File: src/rtl/bst_pkg.sv
package bst_pkg;

    localparam int unsigned CHAR_W = 8;
    localparam int unsigned NUM_W  = 31;
    localparam int unsigned CNT_W  = 16;
    localparam int unsigned KIND_W = 3;

    localparam logic [KIND_W-1:0] KIND_CHAR   = 3'd0;
    localparam logic [KIND_W-1:0] KIND_STRING = 3'd1;
    localparam logic [KIND_W-1:0] KIND_NUMBER = 3'd2;
    localparam logic [KIND_W-1:0] KIND_IDENT  = 3'd3;
    localparam logic [KIND_W-1:0] KIND_SYMBOL = 3'd4;
    localparam logic [KIND_W-1:0] KIND_END    = 3'd5;
    localparam logic [KIND_W-1:0] KIND_ERROR  = 3'd6;

    localparam logic ERR_NEWLINE_IN_STRING = 1'b0;
    localparam logic ERR_EOF_IN_STRING     = 1'b1;

    localparam logic [CHAR_W-1:0] CH_NEWLINE    = 8'd10;
    localparam logic [CHAR_W-1:0] CH_TAB        = 8'h09;
    localparam logic [CHAR_W-1:0] CH_SPACE      = 8'h20;
    localparam logic [CHAR_W-1:0] CH_QUOTE      = 8'h22;
    localparam logic [CHAR_W-1:0] CH_SLASH      = 8'h2F;
    localparam logic [CHAR_W-1:0] CH_ZERO       = 8'h30;
    localparam logic [CHAR_W-1:0] CH_NINE       = 8'h39;
    localparam logic [CHAR_W-1:0] CH_UPPER_A    = 8'h41;
    localparam logic [CHAR_W-1:0] CH_UPPER_Z    = 8'h5A;
    localparam logic [CHAR_W-1:0] CH_UNDERSCORE = 8'h5F;
    localparam logic [CHAR_W-1:0] CH_LOWER_A    = 8'h61;
    localparam logic [CHAR_W-1:0] CH_LOWER_Z    = 8'h7A;

    localparam logic [NUM_W-1:0] NUM_MAX = {NUM_W{1'b1}};
    localparam logic [CNT_W-1:0] CNT_MAX = {CNT_W{1'b1}};

    typedef struct packed {
        logic [KIND_W-1:0] kind;
        logic [CHAR_W-1:0] char_code;
        logic [NUM_W-1:0]  number_value;
        logic [CNT_W-1:0]  line_number;
        logic [CNT_W-1:0]  column_number;
        logic              error_code;
        logic              last;
    } result_t;

    // Up to two result words produced by one input word.
    typedef struct packed {
        logic    v0;
        logic    v1;
        result_t r0;
        result_t r1;
    } push_t;

    function automatic result_t make_res(
        input logic [KIND_W-1:0] kind,
        input logic [CHAR_W-1:0] ch,
        input logic [NUM_W-1:0]  num,
        input logic [CNT_W-1:0]  line,
        input logic [CNT_W-1:0]  col,
        input logic              err
    );
        result_t r;
        r.kind          = kind;
        r.char_code     = ch;
        r.number_value  = num;
        r.line_number   = line;
        r.column_number = col;
        r.error_code    = err;
        r.last          = 1'b0;
        return r;
    endfunction

endpackage

File: src/rtl/bst_lexer.sv
module bst_lexer (
    input  logic                      clk,
    input  logic                      rst_n,
    input  logic                      fire,
    input  logic [bst_pkg::CHAR_W-1:0] byte_in,
    input  logic                      end_of_file,
    output bst_pkg::push_t            push
);

    typedef enum logic [2:0] {
        MODE_IDLE    = 3'd0,
        MODE_SLASH   = 3'd1,
        MODE_COMMENT = 3'd2,
        MODE_STRING  = 3'd3,
        MODE_NUMBER  = 3'd4,
        MODE_IDENT   = 3'd5,
        MODE_ERROR   = 3'd6
    } mode_t;

    localparam int unsigned PROD_W = bst_pkg::NUM_W + 4;

    mode_t                       mode_reg, mode_next;
    logic [bst_pkg::CNT_W-1:0]   line_reg, line_next;
    logic [bst_pkg::CNT_W-1:0]   col_reg, col_next;
    logic [bst_pkg::CNT_W-1:0]   tsc_reg, tsc_next;
    logic [bst_pkg::NUM_W-1:0]   acc_reg, acc_next;

    logic [bst_pkg::CNT_W-1:0]   col_inc;
    logic [bst_pkg::CNT_W-1:0]   line_inc;
    logic                        is_digit;
    logic                        is_letter;
    logic [3:0]                  digit_val;
    logic [PROD_W-1:0]           acc_prod;
    logic [PROD_W-1:0]           acc_sum;
    logic [bst_pkg::NUM_W-1:0]   acc_sat;
    logic                        close_v;
    logic                        sec_v;
    logic                        do_idle;
    bst_pkg::result_t            close_r;
    bst_pkg::result_t            sec_r;
    bst_pkg::result_t            blank_r;

    function automatic logic [bst_pkg::CNT_W-1:0] sat_inc(input logic [bst_pkg::CNT_W-1:0] v);
        return (v == bst_pkg::CNT_MAX) ? v : v + bst_pkg::CNT_W'(1);
    endfunction

    assign col_inc   = sat_inc(col_reg);
    assign line_inc  = sat_inc(line_reg);
    assign is_digit  = (byte_in >= bst_pkg::CH_ZERO) && (byte_in <= bst_pkg::CH_NINE);
    assign is_letter = ((byte_in >= bst_pkg::CH_UPPER_A) && (byte_in <= bst_pkg::CH_UPPER_Z))
                    || ((byte_in >= bst_pkg::CH_LOWER_A) && (byte_in <= bst_pkg::CH_LOWER_Z));
    assign digit_val = 4'(byte_in - bst_pkg::CH_ZERO);

    // Times ten as two shifted adds, then saturate.
    assign acc_prod = PROD_W'({acc_reg, 3'b000}) + PROD_W'({acc_reg, 1'b0});
    assign acc_sum  = acc_prod + PROD_W'(digit_val);
    assign acc_sat  = (acc_sum > PROD_W'(bst_pkg::NUM_MAX)) ? bst_pkg::NUM_MAX
                                                             : acc_sum[bst_pkg::NUM_W-1:0];

    always_comb
    begin
        mode_next = mode_reg;
        line_next = line_reg;
        col_next  = col_reg;
        tsc_next  = tsc_reg;
        acc_next  = acc_reg;
        blank_r   = bst_pkg::make_res(bst_pkg::KIND_CHAR, '0, '0, '0, '0, 1'b0);
        close_v   = 1'b0;
        close_r   = blank_r;
        sec_v     = 1'b0;
        sec_r     = blank_r;
        do_idle   = 1'b0;

        if (end_of_file)
        begin
            close_v = 1'b1;
            unique case (mode_reg)
                MODE_SLASH:
                    close_r = bst_pkg::make_res(bst_pkg::KIND_SYMBOL, bst_pkg::CH_SLASH, '0,
                                                line_reg, tsc_reg, 1'b0);
                MODE_NUMBER:
                    close_r = bst_pkg::make_res(bst_pkg::KIND_NUMBER, '0, acc_reg,
                                                line_reg, tsc_reg, 1'b0);
                MODE_IDENT:
                    close_r = bst_pkg::make_res(bst_pkg::KIND_IDENT, '0, '0,
                                                line_reg, tsc_reg, 1'b0);
                MODE_STRING:
                    close_r = bst_pkg::make_res(bst_pkg::KIND_ERROR, '0, '0, line_reg, tsc_reg,
                                                bst_pkg::ERR_EOF_IN_STRING);
                default:
                    close_v = 1'b0;
            endcase
            sec_v     = 1'b1;
            sec_r     = bst_pkg::make_res(bst_pkg::KIND_END, '0, '0, line_reg, col_inc, 1'b0);
            mode_next = MODE_IDLE;
            line_next = bst_pkg::CNT_W'(1);
            col_next  = '0;
            tsc_next  = '0;
            acc_next  = '0;
        end
        else if (mode_reg != MODE_ERROR)
        begin
            col_next = col_inc;
            unique case (mode_reg)
                MODE_SLASH:
                begin
                    if (byte_in == bst_pkg::CH_SLASH)
                    begin
                        mode_next = MODE_COMMENT;
                    end
                    else
                    begin
                        close_v = 1'b1;
                        close_r = bst_pkg::make_res(bst_pkg::KIND_SYMBOL, bst_pkg::CH_SLASH,
                                                    '0, line_reg, tsc_reg, 1'b0);
                        do_idle = 1'b1;
                    end
                end
                MODE_COMMENT:
                begin
                    if (byte_in == bst_pkg::CH_NEWLINE)
                    begin
                        line_next = line_inc;
                        col_next  = '0;
                        mode_next = MODE_IDLE;
                    end
                end
                MODE_STRING:
                begin
                    close_v = 1'b1;
                    if (byte_in == bst_pkg::CH_QUOTE)
                    begin
                        close_r   = bst_pkg::make_res(bst_pkg::KIND_STRING, '0, '0,
                                                      line_reg, tsc_reg, 1'b0);
                        mode_next = MODE_IDLE;
                    end
                    else if (byte_in == bst_pkg::CH_NEWLINE)
                    begin
                        close_r   = bst_pkg::make_res(bst_pkg::KIND_ERROR, '0, '0, line_reg,
                                                      tsc_reg, bst_pkg::ERR_NEWLINE_IN_STRING);
                        mode_next = MODE_ERROR;
                    end
                    else
                    begin
                        close_r = bst_pkg::make_res(bst_pkg::KIND_CHAR, byte_in, '0,
                                                    line_reg, col_inc, 1'b0);
                    end
                end
                MODE_NUMBER:
                begin
                    if (is_digit)
                    begin
                        acc_next = acc_sat;
                    end
                    else
                    begin
                        close_v = 1'b1;
                        close_r = bst_pkg::make_res(bst_pkg::KIND_NUMBER, '0, acc_reg,
                                                    line_reg, tsc_reg, 1'b0);
                        do_idle = 1'b1;
                    end
                end
                MODE_IDENT:
                begin
                    close_v = 1'b1;
                    if (is_letter || is_digit || (byte_in == bst_pkg::CH_UNDERSCORE))
                    begin
                        close_r = bst_pkg::make_res(bst_pkg::KIND_CHAR, byte_in, '0,
                                                    line_reg, col_inc, 1'b0);
                    end
                    else
                    begin
                        close_r = bst_pkg::make_res(bst_pkg::KIND_IDENT, '0, '0,
                                                    line_reg, tsc_reg, 1'b0);
                        do_idle = 1'b1;
                    end
                end
                default:
                    do_idle = 1'b1;
            endcase

            // Byte seen between tokens, including the one that ended a token.
            if (do_idle)
            begin
                mode_next = MODE_IDLE;
                if ((byte_in == bst_pkg::CH_SPACE) || (byte_in == bst_pkg::CH_TAB))
                begin
                    mode_next = MODE_IDLE;
                end
                else if (byte_in == bst_pkg::CH_NEWLINE)
                begin
                    line_next = line_inc;
                    col_next  = '0;
                end
                else if (byte_in == bst_pkg::CH_SLASH)
                begin
                    mode_next = MODE_SLASH;
                    tsc_next  = col_inc;
                end
                else if (byte_in == bst_pkg::CH_QUOTE)
                begin
                    mode_next = MODE_STRING;
                    tsc_next  = col_inc;
                end
                else if (is_digit)
                begin
                    mode_next = MODE_NUMBER;
                    tsc_next  = col_inc;
                    acc_next  = bst_pkg::NUM_W'(digit_val);
                end
                else if (is_letter)
                begin
                    mode_next = MODE_IDENT;
                    tsc_next  = col_inc;
                    sec_v     = 1'b1;
                    sec_r     = bst_pkg::make_res(bst_pkg::KIND_CHAR, byte_in, '0,
                                                  line_reg, col_inc, 1'b0);
                end
                else
                begin
                    sec_v = 1'b1;
                    sec_r = bst_pkg::make_res(bst_pkg::KIND_SYMBOL, byte_in, '0,
                                              line_reg, col_inc, 1'b0);
                end
            end
        end

        push.v0      = close_v || sec_v;
        push.v1      = close_v && sec_v;
        push.r0      = close_v ? close_r : sec_r;
        push.r1      = sec_r;
        push.r0.last = !push.v1;
        push.r1.last = 1'b1;
    end

    always_ff @(posedge clk or negedge rst_n)
    begin
        if (!rst_n)
        begin
            mode_reg <= MODE_IDLE;
            line_reg <= bst_pkg::CNT_W'(1);
            col_reg  <= '0;
            tsc_reg  <= '0;
            acc_reg  <= '0;
        end
        else if (fire)
        begin
            mode_reg <= mode_next;
            line_reg <= line_next;
            col_reg  <= col_next;
            tsc_reg  <= tsc_next;
            acc_reg  <= acc_next;
        end
    end

endmodule

File: src/rtl/bst_out_stage.sv
module bst_out_stage (
    input  logic             clk,
    input  logic             rst_n,
    input  logic             load,
    input  bst_pkg::push_t   push,
    output logic             can_load,
    output logic             out_valid,
    input  logic             out_ready,
    output bst_pkg::result_t head
);

    logic             head_v_reg, head_v_next;
    logic             tail_v_reg, tail_v_next;
    bst_pkg::result_t head_reg, head_next;
    bst_pkg::result_t tail_reg, tail_next;
    logic             pop;

    assign pop       = head_v_reg && out_ready;
    // Both slots are free by the next edge.
    assign can_load  = !head_v_reg || (pop && !tail_v_reg);
    assign out_valid = head_v_reg;
    assign head      = head_reg;

    always_comb
    begin
        head_v_next = head_v_reg;
        tail_v_next = tail_v_reg;
        head_next   = head_reg;
        tail_next   = tail_reg;
        if (load)
        begin
            head_v_next = push.v0;
            tail_v_next = push.v1;
            head_next   = push.r0;
            tail_next   = push.r1;
        end
        else if (pop)
        begin
            head_v_next = tail_v_reg;
            tail_v_next = 1'b0;
            head_next   = tail_reg;
        end
    end

    always_ff @(posedge clk or negedge rst_n)
    begin
        if (!rst_n)
        begin
            head_v_reg <= 1'b0;
            tail_v_reg <= 1'b0;
        end
        else
        begin
            head_v_reg <= head_v_next;
            tail_v_reg <= tail_v_next;
        end
    end

    always_ff @(posedge clk)
    begin
        head_reg <= head_next;
        tail_reg <= tail_next;
    end

endmodule

File: src/rtl/byte_stream_tokenizer_unit.sv
// Streaming tokenizer: one source byte (or an end-of-file word) per input word, zero, one or
// two result words out. A word waits in the input register until the output stage registers
// its results. With out_ready high, one input word is taken every cycle as long as
// each word gives at most one result; a word that gives two results (a token closed by
// lookahead plus the next symbol or letter, or a token closed by end of file plus the end
// token) holds the input until the tail slot empties, as the two-slot output stage drains one
// result word per cycle. Identifier and string characters come out as they arrive, each token
// ends with one record that gives its kind, value or symbol and its start line and column.
module byte_stream_tokenizer_unit (
    input  logic        clk,
    input  logic        rst_n,
    input  logic        in_valid,
    output logic        in_ready,
    input  logic [7:0]  byte_in,
    input  logic        end_of_file,
    output logic        out_valid,
    input  logic        out_ready,
    output logic [2:0]  kind,
    output logic [7:0]  char_code,
    output logic [30:0] number_value,
    output logic [15:0] line_number,
    output logic [15:0] column_number,
    output logic        error_code,
    output logic        last
);

    logic                        in_v_reg;
    logic [bst_pkg::CHAR_W-1:0]  byte_reg;
    logic                        eof_reg;
    logic                        can_load;
    logic                        fire;
    bst_pkg::push_t              push;
    bst_pkg::result_t            head;

    assign fire     = in_v_reg && can_load;
    assign in_ready = !in_v_reg || can_load;

    always_ff @(posedge clk or negedge rst_n)
    begin
        if (!rst_n)
        begin
            in_v_reg <= 1'b0;
        end
        else if (in_ready)
        begin
            in_v_reg <= in_valid;
        end
    end

    always_ff @(posedge clk)
    begin
        if (in_valid && in_ready)
        begin
            byte_reg <= byte_in;
            eof_reg  <= end_of_file;
        end
    end

    bst_lexer u_lexer (
        .clk         (clk),
        .rst_n       (rst_n),
        .fire        (fire),
        .byte_in     (byte_reg),
        .end_of_file (eof_reg),
        .push        (push)
    );

    bst_out_stage u_out (
        .clk       (clk),
        .rst_n     (rst_n),
        .load      (fire),
        .push      (push),
        .can_load  (can_load),
        .out_valid (out_valid),
        .out_ready (out_ready),
        .head      (head)
    );

    assign kind          = head.kind;
    assign char_code     = head.char_code;
    assign number_value  = head.number_value;
    assign line_number   = head.line_number;
    assign column_number = head.column_number;
    assign error_code    = head.error_code;
    assign last          = head.last;

endmodule

File: config.mk
export PLATFORM = sky130hd
export DESIGN_NAME = byte_stream_tokenizer_unit
export DESIGN_NICKNAME = d
export VERILOG_FILES = /design/src/rtl/bst_pkg.sv /design/src/rtl/bst_lexer.sv /design/src/rtl/bst_out_stage.sv /design/src/rtl/byte_stream_tokenizer_unit.sv
export SDC_FILE = /design/constraint.sdc
export NUM_CORES = 1
export LEC_CHECK = 0
export BUFFER_PORTS_ARGS = -buffer_cell sky130_fd_sc_hd__buf_2
export CORE_MARGIN = 2
export CORE_UTILIZATION = 65
export DETAILED_ROUTE_END_ITERATION = 16
export PLACE_DENSITY = 0.84
export REMOVE_ABC_BUFFERS = 1
export SLEW_MARGIN = 20
export SYNTH_ARGS = -nofsm -noshare
export SYNTH_HDL_FRONTEND = slang
export SYNTH_HIERARCHICAL = 1
export SYNTH_SLANG_ARGS = --single-unit
File: constraint.sdc
create_clock -name clk -period 9 [get_ports clk]
set_input_delay 0 -clock clk [delete_from_list [all_inputs] [get_ports clk]]
set_output_delay 0 -clock clk [all_outputs]
set_load 0.02 [all_outputs]
==> flow_summary.yaml <==
logic_synthesis:
  synthArstFlopShare_pct: 34.6
  ys_warn_count: 6
  synth_edf_count: 161
  syn_inst: 1363
  synth.distinct_cells: 86
  synth_most_common_cell: "edfxtp_1"
  ys_top_cells_by_area: "edfxtp_1 (33%), dfrtp_1 (14%), mux2_4 (7.7%)"
  yosysTopAreaCell: "edfxtp_1"
  synth_common_cells: "edfxtp_1 (161), nor2_1 (104), a21oi_1 (101)"
  synth_flop_cell: "edfxtp_1"
  synth-seq-area-share_pct: 47.0
  syn_avg_cell_area_sq_um: 10.9
  yosysTopAreaCellShare_pct: 32.6
  ys_ff_latch: 246
  synth_area_sq_um: 14800
detailed_routing:
  routed_wl_microns: 33900
  drt_iter0_drc: 716
  routed_via_density: 6.37
  wl_per_cell_microns: 19.6
  dr.pass1.iters: 6
  vias: 11100
  drc: 0
  ant_nets: 0
setup_path:
  crit_slowest_cell: "mux2_2"
  critical_path.top_delay_family: "compound AO/OA/AOI/OAI gates"
  cp.buffers_inverters: 3
  path_cells: "inv_1 -> fa_1 -> inv_1 -> ha_1 -> a211oi_1 -> o211ai_1 -> nand3_1 -> a21oi_1 -> o31ai_1 -> mux2_2 -> inv_1 -> a41o_1 -> nor3_1"
  start_kind: "register"
  crit_top_cell: "inv_1"
  worst_ep_arrival_time_ns: 4.94
  cp_slowest_stage_delay_ns: 0.87
  cp-end-kind: "register"
  crit_path_max_fanout: 50
  critPathKind: "reg2reg"
  cp_data_required_time_ns: 9.46
die:
  ios: 91
  die_w_microns: 155
  dieArea_sq_um: 24000
  start_util_pct: 65.8
  die_y_microns: 155
  rows: 55
  core_sq_um: 22500
sta:
  slew_violations: 0
  setup_violations: 0
  period_minus_slack_ns: 4.48
  fin_crit_sh_pct: 49.8
  finClkSkew_ns: 0.0114
  worst_pin_slew_ns: 1.07
  relSlewSlack_pct: 28.5
  hold_viol_final: 0
  clock.fmax_mhz: 223
  rsz0062_at_grt: "no"
finish:
  antenna_cells: 0
  drive_gt1_share_pct: 18.6
  fill_cells: 1575
  final_area_sq_um: 16300
  utilization_pct: 72.4
  nNetsFinal: 1508
  area_growth_pct: 9.98
placement:
  gp_congestion: 0.954
  dp_hpwl_microns: 22300
  io_buffer_count: 90
  placed_area_sq_um: 15200
clock_tree:
  clk_pin_slew_ns: 0.06
  cts_buffers: 27
  post_cts_buffers: 0
  ctsHoldBuffers: 14
  cts_max_level: 1
  cts_tree: "done"
  clk-insertion-delay-late_ns: 0.55
  cts.sinks: 246
  cts-resized-gates: 0
  root_buffer: "clkbuf_16"
  clock_path_buffers: 3
status:
  status: "completed"
global_route:
  grt_max_degree: 63
  grt_usage_pct: 28.1
  first_global_vias: 10900
  globalRouteOverflowTotal: 0
  antenna_found_initial: 0
  grt_pass1_wl_microns: 55100
power_and_ir_drop:
  powerDensity_nw_per_um2: 236
  ir_drop_v: 0.000183
  leakage_uw: 0.00707
run:
  maxCapViolCount: 0
hold_path:
  worstHoldPathType: "in2reg"
-- cells by family after synthesis --
kind of cell               Yosys count  share of synthesized area, %
AOI/OAI and AO/OA                  361                          16.2
xor gates and xnor gates            37                          2.19
adders and majority gates           65                          5.59
buffers and inverters              140                          5.61
DFF                                246                          47.0
muxes                               91                          8.81
other                                2                        0.0507
and+or+nand+nor                    421                          14.6
-- where the power goes --
group / total (uW) / internal [uW] / switching, uW
registers: 1620 / 1520 / 94.9
clock network: 1140 / 679 / 460
logic: 1090 / 408 / 681
-- cell usage in the layout (no fill, tap or decap), drive strengths merged, types with 14 or more instances in the layout --
cell type	synthesis	layout
o31ai	20	20
mux2	87	87
nor2	104	104
buf	65	107
and2	48	48
dfrtp	84	84
nor4	21	21
nand4	14	14
clkinv	3	14
nand2	92	92
o41ai	25	25
conb	2	34
nor2b	40	40
ha	63	63
xnor2	18	18
a21oi	102	102
o21ai	92	92
nor3	35	35
clkbuf	49	31
a21o	14	14
inv	23	27
nand3	19	19
xor2	19	19
edfxtp	161	161
-- layout make-up --
class	instances	area (sq um)	share of cell area, %
multi-input cells	1009	7200	44.2
flip-flops and latches	246	6960	42.7
clock buffers	31	701	4.30
repair buffers	120	754	4.63
well taps	285	357	2.19
inverters	26	97.6	0.599
clock inverters	19	220	1.35
-- worst paths after layout --
check                      cells past startpoint                from  slack, ns                  end
max                                           13         byte_reg[3]       4.52  u_lexer/acc_reg[13]
min                                            2          byte_in[0]       0.17          byte_reg[0]
max reg2reg                                   13         byte_reg[3]       4.52  u_lexer/acc_reg[13]
min reg2reg                                    2  u_lexer/tsc_reg[4]       0.48   u_lexer/tsc_reg[4]
max in group asynchronous                      4               rst_n       7.67   u_lexer/tsc_reg[6]
min in group asynchronous                      4               rst_n       0.48  u_lexer/acc_reg[26]
-- routing by layer --
metal	track usage (%)	vias to the layer above	routed length, microns	share of wire, %
met1	35.9	5416	13900	41
met3	3.40	76	1780	5.2
met4	9.83	0	923	2.7
li1	-	5167	-	-
met5	0	-	0	0
met2	49.7	399	17300	51
-- metrics by stage --
stage | power [uW] | hold WS (ns) | setup WS [ns] | std cells | setup TNS [ns]
final | 3840 | 0.169 | 4.52 | 1736 | 0
after global routing | 4000 | 0.166 | 4.15 | 1736 | 0
after CTS | 3860 | 0.143 | 4.55 | 1735 | 0
after floorplan | 2450 | -0.296 | -1.11 | 1281 | -43.77
after global placement | 2670 | -0.0752 | 4.40 | 1669 | 0
after detailed placement | 2710 | -0.0668 | 4.58 | 1671 | 0
Note: power is estimated with default switching activity, not from simulation.
